File: src/rtl/rsmp_pkg.sv
`timescale 1ns / 1ps
package rsmp_pkg;

    localparam int unsigned SLOTS_DEF = 16;
    localparam logic [30:0] DRAW_MAX  = 31'h7FFF_FFFF;

    localparam logic OP_OFFER = 1'b0;
    localparam logic OP_FLUSH = 1'b1;

    localparam logic [1:0] CFG_KEEP_COUNT = 2'd0;
    localparam logic [1:0] CFG_KEEP_ORDER = 2'd1;

    localparam logic [3:0] ST_IDLE  = 4'd0;
    localparam logic [3:0] ST_DIVN  = 4'd1;
    localparam logic [3:0] ST_MUL   = 4'd2;
    localparam logic [3:0] ST_TEST  = 4'd3;
    localparam logic [3:0] ST_DIVK  = 4'd4;
    localparam logic [3:0] ST_DIVS  = 4'd5;
    localparam logic [3:0] ST_SHRD  = 4'd6;
    localparam logic [3:0] ST_SHWR  = 4'd7;
    localparam logic [3:0] ST_FLRD  = 4'd8;
    localparam logic [3:0] ST_FLOUT = 4'd9;
    localparam logic [3:0] ST_SHEND = 4'd10;

    typedef logic [3:0] state_t;

endpackage

File: src/rtl/reservoir_sampler.sv
`timescale 1ns / 1ps
// Reservoir sampler: keeps up to keep_count handles out of a stream.
// Command channel: an item is taken when start is high and busy is low.
// opcode OFFER runs the accept test; opcode FLUSH reads the kept handles
// out and restarts the stream.
// Config channel: cfg_valid/cfg_ready with cfg_index and cfg_data; write
// only while busy is low.
// Offer: a bit-serial divide (DRAW_MAX / item number), then scale and
// test. Replacing into a full reservoir of more than one slot adds two
// more divides on the same divider for the slot choice; in order-keeping
// mode the slot memory shift takes a read and a write per moved slot,
// plus one final write. Flush: one result per kept handle (one result
// when nothing is kept), each shown for a single cycle with strobe high;
// the receiver cannot stall, so results are never held back.
// A keep_count of 0 keeps one handle; one above SLOTS keeps SLOTS.
// Reset sets keep_count and the item number to 1 and clears keep_order
// and the kept count; slot contents stay undefined.
module reservoir_sampler
    import rsmp_pkg::*;
#(
    parameter int unsigned SLOTS = SLOTS_DEF
)
(
    input  logic        clk,
    input  logic        rst_n,
    input  logic        start,
    output logic        busy,
    input  logic        opcode,
    input  logic [31:0] item_handle,
    input  logic [30:0] accept_draw,
    input  logic [30:0] slot_draw,
    output logic        strobe,
    output logic [31:0] kept_handle,
    output logic        is_empty,
    output logic        short_stream,
    output logic        last_of_run,
    input  logic        cfg_valid,
    output logic        cfg_ready,
    input  logic [1:0]  cfg_index,
    input  logic [4:0]  cfg_data
);

    localparam int unsigned KW = $clog2(SLOTS + 1);
    localparam int unsigned AW = (SLOTS > 1) ? $clog2(SLOTS) : 1;

    state_t          state_reg, state_next;
    logic [4:0]      keep_count_reg;
    logic            keep_order_reg;
    logic [KW-1:0]   kept_total_reg, kept_total_next;
    logic [31:0]     item_number_reg, item_number_next;
    logic [31:0]     handle_reg, handle_next;
    logic [30:0]     adraw_reg, adraw_next;
    logic [30:0]     sdraw_reg, sdraw_next;
    logic [31:0]     dq_reg, dq_next;
    logic [KW+31:0]  prod_reg, prod_next;
    logic [30:0]     dvd_reg, dvd_next;
    logic [31:0]     vsr_reg, vsr_next;
    logic [31:0]     rem_reg, rem_next;
    logic [4:0]      cnt_reg, cnt_next;
    logic [AW-1:0]   j_reg, j_next;
    logic            strobe_reg, strobe_next;
    logic [31:0]     kept_handle_reg, kept_handle_next;
    logic            is_empty_reg, is_empty_next;
    logic            short_reg, short_next;
    logic            last_reg, last_next;

    logic [31:0]     mem [SLOTS];
    logic [31:0]     rdata_reg;
    logic            mem_we;
    logic [AW-1:0]   mem_waddr;
    logic [31:0]     mem_wdata;
    logic [AW-1:0]   mem_raddr;

    logic [KW-1:0]   k_eff;
    logic [32:0]     rem_sh;
    logic            div_ge;
    logic [31:0]     rem_step;
    logic [30:0]     quot;
    logic            div_done;
    logic [AW-1:0]   slot_idx;
    logic            shrt;

    always_comb
    begin
        if (keep_count_reg == 5'd0)
            k_eff = KW'(1);
        else if (32'(keep_count_reg) > 32'(SLOTS))
            k_eff = KW'(SLOTS);
        else
            k_eff = KW'(keep_count_reg);
    end

    assign rem_sh   = {rem_reg, dvd_reg[30]};
    assign div_ge   = rem_sh >= {1'b0, vsr_reg};
    assign rem_step = div_ge ? 32'(rem_sh - {1'b0, vsr_reg}) : rem_sh[31:0];
    assign quot     = {dvd_reg[29:0], div_ge};
    assign div_done = cnt_reg == 5'd30;
    assign slot_idx = (quot >= 31'(k_eff)) ? AW'(k_eff - KW'(1)) : AW'(quot);
    assign shrt     = kept_total_reg < k_eff;

    assign busy         = state_reg != ST_IDLE;
    assign cfg_ready    = 1'b1;
    assign strobe       = strobe_reg;
    assign kept_handle  = kept_handle_reg;
    assign is_empty     = is_empty_reg;
    assign short_stream = short_reg;
    assign last_of_run  = last_reg;

    always_comb
    begin
        state_next       = state_reg;
        kept_total_next  = kept_total_reg;
        item_number_next = item_number_reg;
        handle_next      = handle_reg;
        adraw_next       = adraw_reg;
        sdraw_next       = sdraw_reg;
        dq_next          = dq_reg;
        prod_next        = prod_reg;
        dvd_next         = dvd_reg;
        vsr_next         = vsr_reg;
        rem_next         = rem_reg;
        cnt_next         = cnt_reg;
        j_next           = j_reg;
        strobe_next      = 1'b0;
        kept_handle_next = kept_handle_reg;
        is_empty_next    = is_empty_reg;
        short_next       = short_reg;
        last_next        = last_reg;
        mem_we           = 1'b0;
        mem_waddr        = j_reg;
        mem_wdata        = handle_reg;
        mem_raddr        = j_reg;

        case (state_reg)
            ST_IDLE:
            begin
                if (start)
                begin
                    handle_next = item_handle;
                    adraw_next  = accept_draw;
                    sdraw_next  = slot_draw;
                    if (opcode == OP_OFFER)
                    begin
                        dvd_next   = DRAW_MAX;
                        vsr_next   = item_number_reg;
                        rem_next   = 32'd0;
                        cnt_next   = 5'd0;
                        state_next = ST_DIVN;
                    end
                    else if (kept_total_reg == KW'(0))
                    begin
                        strobe_next      = 1'b1;
                        kept_handle_next = 32'd0;
                        is_empty_next    = 1'b1;
                        short_next       = 1'b1;
                        last_next        = 1'b1;
                        item_number_next = 32'd1;
                    end
                    else
                    begin
                        j_next     = '0;
                        state_next = ST_FLRD;
                    end
                end
            end
            ST_DIVN, ST_DIVK, ST_DIVS:
            begin
                dvd_next = quot;
                rem_next = rem_step;
                cnt_next = cnt_reg + 5'd1;
                if (div_done)
                begin
                    if (state_reg == ST_DIVN)
                    begin
                        dq_next    = 32'(quot) + 32'd1;
                        state_next = ST_MUL;
                    end
                    else if (state_reg == ST_DIVK)
                    begin
                        dvd_next   = sdraw_reg;
                        vsr_next   = 32'(quot) + 32'd1;
                        rem_next   = 32'd0;
                        cnt_next   = 5'd0;
                        state_next = ST_DIVS;
                    end
                    else if (keep_order_reg == 1'b0)
                    begin
                        mem_we     = 1'b1;
                        mem_waddr  = slot_idx;
                        state_next = ST_IDLE;
                    end
                    else if ((KW'(slot_idx) + KW'(1)) < kept_total_reg)
                    begin
                        j_next     = slot_idx;
                        state_next = ST_SHRD;
                    end
                    else
                    begin
                        mem_we     = 1'b1;
                        mem_waddr  = AW'(kept_total_reg - KW'(1));
                        state_next = ST_IDLE;
                    end
                end
            end
            ST_MUL:
            begin
                prod_next  = (KW + 32)'(k_eff) * (KW + 32)'(dq_reg);
                state_next = ST_TEST;
            end
            ST_TEST:
            begin
                if (item_number_reg != 32'hFFFF_FFFF)
                    item_number_next = item_number_reg + 32'd1;
                state_next = ST_IDLE;
                if ((KW + 32)'(adraw_reg) < prod_reg)
                begin
                    if (kept_total_reg < k_eff)
                    begin
                        mem_we          = 1'b1;
                        mem_waddr       = AW'(kept_total_reg);
                        kept_total_next = kept_total_reg + KW'(1);
                    end
                    else if (k_eff == KW'(1))
                    begin
                        mem_we    = 1'b1;
                        mem_waddr = '0;
                    end
                    else
                    begin
                        dvd_next   = DRAW_MAX;
                        vsr_next   = 32'(k_eff);
                        rem_next   = 32'd0;
                        cnt_next   = 5'd0;
                        state_next = ST_DIVK;
                    end
                end
            end
            ST_SHRD:
            begin
                mem_raddr  = AW'(KW'(j_reg) + KW'(1));
                state_next = ST_SHWR;
            end
            ST_SHWR:
            begin
                mem_we    = 1'b1;
                mem_waddr = j_reg;
                mem_wdata = rdata_reg;
                j_next    = AW'(KW'(j_reg) + KW'(1));
                if ((KW'(j_reg) + KW'(2)) < kept_total_reg)
                    state_next = ST_SHRD;
                else
                    state_next = ST_SHEND;
            end
            ST_SHEND:
            begin
                mem_we     = 1'b1;
                mem_waddr  = AW'(kept_total_reg - KW'(1));
                state_next = ST_IDLE;
            end
            ST_FLRD:
            begin
                mem_raddr  = j_reg;
                state_next = ST_FLOUT;
            end
            ST_FLOUT:
            begin
                strobe_next      = 1'b1;
                kept_handle_next = rdata_reg;
                is_empty_next    = 1'b0;
                short_next       = shrt;
                last_next        = (KW'(j_reg) + KW'(1)) == kept_total_reg;
                j_next           = AW'(KW'(j_reg) + KW'(1));
                if ((KW'(j_reg) + KW'(1)) == kept_total_reg)
                begin
                    kept_total_next  = '0;
                    item_number_next = 32'd1;
                    state_next       = ST_IDLE;
                end
                else
                    state_next = ST_FLRD;
            end
            default:
            begin
                state_next = ST_IDLE;
            end
        endcase

        if (state_reg == ST_IDLE && start && opcode == OP_FLUSH
            && kept_total_reg == KW'(0))
            kept_total_next = '0;
    end

    always_ff @(posedge clk)
    begin
        if (mem_we)
            mem[mem_waddr] <= mem_wdata;
        rdata_reg <= mem[mem_raddr];
    end

    always_ff @(posedge clk or negedge rst_n)
    begin
        if (!rst_n)
        begin
            state_reg       <= ST_IDLE;
            keep_count_reg  <= 5'd1;
            keep_order_reg  <= 1'b0;
            kept_total_reg  <= '0;
            item_number_reg <= 32'd1;
            strobe_reg      <= 1'b0;
        end
        else
        begin
            state_reg       <= state_next;
            kept_total_reg  <= kept_total_next;
            item_number_reg <= item_number_next;
            strobe_reg      <= strobe_next;
            if (cfg_valid && cfg_ready)
            begin
                if (cfg_index == CFG_KEEP_COUNT)
                    keep_count_reg <= cfg_data;
                else if (cfg_index == CFG_KEEP_ORDER)
                    keep_order_reg <= cfg_data[0];
            end
        end
    end

    always_ff @(posedge clk)
    begin
        handle_reg      <= handle_next;
        adraw_reg       <= adraw_next;
        sdraw_reg       <= sdraw_next;
        dq_reg          <= dq_next;
        prod_reg        <= prod_next;
        dvd_reg         <= dvd_next;
        vsr_reg         <= vsr_next;
        rem_reg         <= rem_next;
        cnt_reg         <= cnt_next;
        j_reg           <= j_next;
        kept_handle_reg <= kept_handle_next;
        is_empty_reg    <= is_empty_next;
        short_reg       <= short_next;
        last_reg        <= last_next;
    end

endmodule

File: config.mk
export PLATFORM = sky130hd
export DESIGN_NAME = reservoir_sampler
export DESIGN_NICKNAME = d
export VERILOG_FILES = /design/src/rtl/rsmp_pkg.sv /design/src/rtl/reservoir_sampler.sv
export SDC_FILE = /design/constraint.sdc
export NUM_CORES = 2
export LEC_CHECK = 0
export BUFFER_PORTS_ARGS = -buffer_cell sky130_fd_sc_hd__buf_2
export CORE_ASPECT_RATIO = 0.8
export CORE_UTILIZATION = 55
export DETAILED_ROUTE_END_ITERATION = 7
export GPL_TIMING_DRIVEN = 0
export PLACE_DENSITY = 0.78
export REMOVE_ABC_BUFFERS = 1
export SLEW_MARGIN = 20
export SYNTH_ARGS = -nofsm -noshare
export SYNTH_HDL_FRONTEND = slang
export SYNTH_SLANG_ARGS = --single-unit
export TNS_END_PERCENT = 1
File: constraint.sdc
create_clock -name clk -period 14.75 [get_ports clk]
set_input_delay 2.2125 -clock clk [delete_from_list [all_inputs] [get_ports clk]]
set_output_delay 2.2125 -clock clk [all_outputs]
set_load 0.02 [all_outputs]
==> metrics.md <==
| Metric | Value |
|---|---|
| Filler Cell Count | 5051 |
| CP Max Fanout | 37 |
| Peak supply drop | 0.1135 mV |
| Die span in y | 250.2 um |
| Routed Antenna Nets | 0 |
| Share of post-route cells with drive strength above 1 | 0.2117 |
| Setup TNS | 0 ps |
| Routed WL | 105400 um |
| Fmax | 103.7 MHz |
| Worst Clk Skew | 39.03 ps |
| Post-synth EDFFs | 814 |
| Slowest cell on the critical path | or4_1 |
| Post-CTS sizing | 0 |
| Register area share after synthesis | 0.6208 |
| TritonCTS clock tree | yes |
| Post-route clock period utilization | 0.6540 |
| DRC errors left | 0 |
| Antenna Cells | 0 |
| Worst-Skew Late Latency | 670 ps |
| Die span in x | 312.2 um |
| CTS Root Cell | clkbuf_16 |
| Io pins | 144 |
| Setup bufs post-CTS | 0 |
| Netlist cell types | 86 |
| WP data arrival | 10000 ps |
| Final Hold Fails | 0 |
| Most used cell, CP | a21oi_1 |
| Max_cap viols | 0 |
| CTS H-tree lvls | 3 |
| Port bufs | 142 |
| Clock Path Buffers | 3 |
| Drt first pass iters | 6 |
| Ys Warns | 0 |
| Hold Crit Class | reg2reg |
| Vias | 26.47k |
| Tmin final | 9647 ps |
| GPL Wtd Cong | 0.9102 |
| Setup Viol. Count Final | 0 |
| Max-slew violations | 0 |
| Synth Area in Adders | 0.08350 |
| Rel. slew slack | 0.1447 |
| Cells after Synth | 2882 |
| Iter 0 DRT Violations | 3079 |
| Vias per cell | 6.260 |
| Final Hold Slack | 520.8 ps |
| Initial antenna violation count | 3 |
| Row count | 90 |
| CTS sink count | 894 |
| RSZ-0062 raised after global routing | false |
| Mux share of post-synthesis cell area | 0.09647 |
| Largest register FFs | 512 |
| Status | finished clean |
| Pwr Density | 196.7 mW/mm2 |
| Number of nets in the layout | 3480 |
| Global route total overflow | 0 |
| Core Area | 0.07579 mm2 |
| Synth Register Bits | 894 |
| Layout area overhead | 15.02% |
| TritonCTS Buffers | 85 |
| Die ar. | 0.07812 mm2 |
| Critical path endpoint category | register |
| Avg WL per Cell | 24.92 um |
| Simple-Gate Fraction of Synth Area | 0.08899 |
| Tot GR Track Use | 0.2730 |
| Synth Cell Area | 0.04235 mm2 |
| Ys async rst share | 0.05369 |
| CP max stage delay | 750 ps |
| CP startpoint kind | register |
| XOR/XNOR share of the synthesized area | 0.02440 |
| Largest family of logic cells by synthesized area | multiplexers |
| Vias in the first global route | 26.86k |
| Kind of critical path | reg2reg |
| Post-synthesis compound-gate area fraction | 0.05853 |
| First-pass GRT wire length | 161200 um |
| Initial Utilization | 0.5588 |
| Hpwl dp | 72320 um |
| Leak | 0.01812 uW |
| Post-synthesis area per instance | 14.69 um2 |
| Worst-path clk slew | 60 ps |
| Ys flop type | edfxtp_1 |
| CTS Hold Bufs | 0 |
| CP Data Required Time | 15100 ps |
| Worst-Margin Slew | 1271 ps |
| Largest net degree at the start of global routing | 71 |
through the flow:
step / std cells / area [um2] / utilization / setup WS [ps] / power [uW]
after floorplan: 2770 / 41880 / - / 883.4 / 6250
after global placement: 3924 / 43850 / 0.5787 / -4369 / 7219
after detailed placement: 4071 / 45760 / 0.6038 / 5378 / 7236
after CTS: 4229 / 48700 / 0.6427 / 5237 / 9576
after global routing: 4229 / 48710 / 0.6427 / 4678 / 10050
final: 4229 / 48710 / 0.6427 / 5103 / 9581
critical path: cells and delay by family, from the launching register on:
kind                       cells  cell delay, ps
and+or+nand+nor                7            3040
AOI/OAI and AO/OA             12            2630
buffers and inverters          7            1450
adders and majority gates      4            1110
muxes                          1             490
DFF                            1             400
xor gates and xnor gates       1             180
cell type report:
class	count	area (um2)	area share
inverter	182	684.4	0.01405
clock buffer	104	2258	0.04637
clock inverter	54	683.2	0.01403
sequential	894	26290	0.5397
tap	1012	1266	0.02600
multi-input combinational	1694	15150	0.3110
timing repair buffer	289	2380	0.04886
placed cells by master (no fill, tap or decap), types with 68 or more instances in the layout:
cell | synthesis | routed
a21oi_1 | 104 | 104
nand3_1 | 80 | 80
and2_1 | 104 | 103
nor2_1 | 98 | 94
fa_1 | 91 | 91
o21ai_0 | 68 | 68
edfxtp_1 | 814 | 814
nand2_1 | 291 | 289
xnor2_1 | 78 | 77
buf_2 | 4 | 148
buf_4 | 2 | 77
ha_1 | 137 | 137
clkbuf_16 | 0 | 85
inv_1 | 181 | 181
mux4_2 | 160 | 160
synthesized netlist by cell type (19+ instances only):
library cell  instances  area [um2]
clkbuf_1             81       304.0
a21o_1               33       247.7
dfxtp_1              32       640.6
o21ai_0              68       340.3
edfxtp_1            814       24440
inv_1               181       679.4
a211oi_1             25       187.7
mux4_2              160        3603
mux2_2               39       439.2
fa_1                 91        1822
and2_1              104       650.6
xor2_1               40       350.3
dfrtp_1              46        1151
nor3_1               57       285.3
buf_1                19       71.32
nand4_1              21       131.4
a21oi_1             104       520.5
nand3_1              80       400.4
a22o_1               30       262.8
xnor2_1              78       683.2
nor2_1               98       367.9
ha_1                137        1714
and3_1               25       156.4
nand2_1             291        1092
cells by family after synthesis:
logic type	Yosys count
buffers and inverters	294
AO/OA/AOI/OAI	372
other	1
AND/OR/NAND/NOR	773
flip-flops	894
adder cells (fa/ha/maj)	228
XOR/XNOR	118
multiplexers	202
report_power, final:
part           leakage (uW)  internal [uW]  switching (uW)  total [uW]
Sequential          0.00826           3400             214        3620
Combinational       0.00844           1460            2220        3680
Clock               0.00142           1300             984        2280
Total                0.0181           6160            3420        9580
path summary, 6_finish.rpt:
path                            cells past startpoint             endpoint    startpoint  slack [ps]
worst max register to register                     32            mem[1][6]   vsr_reg[28]        5100
worst min-delay path                                2           dvd_reg[2]  sdraw_reg[2]         520
worst max-delay path                               32            mem[1][6]   vsr_reg[28]        5100
worst min register to register                      2           dvd_reg[2]  sdraw_reg[2]         520
max in group asynchronous                           1    keep_count_reg[4]         rst_n       12610
min in group asynchronous                           1  item_number_reg[12]         rst_n        1600
routing by layer:
layer	track usage	routed length, um	vias up
met5	0	13	-
met4	0.09594	3648	2
met3	0.05324	9793	280
met2	0.4405	51220	1479
met1	0.3729	40710	13360
li1	-	-	11350
No activity file was read; power rests on OpenSTA's default activity.
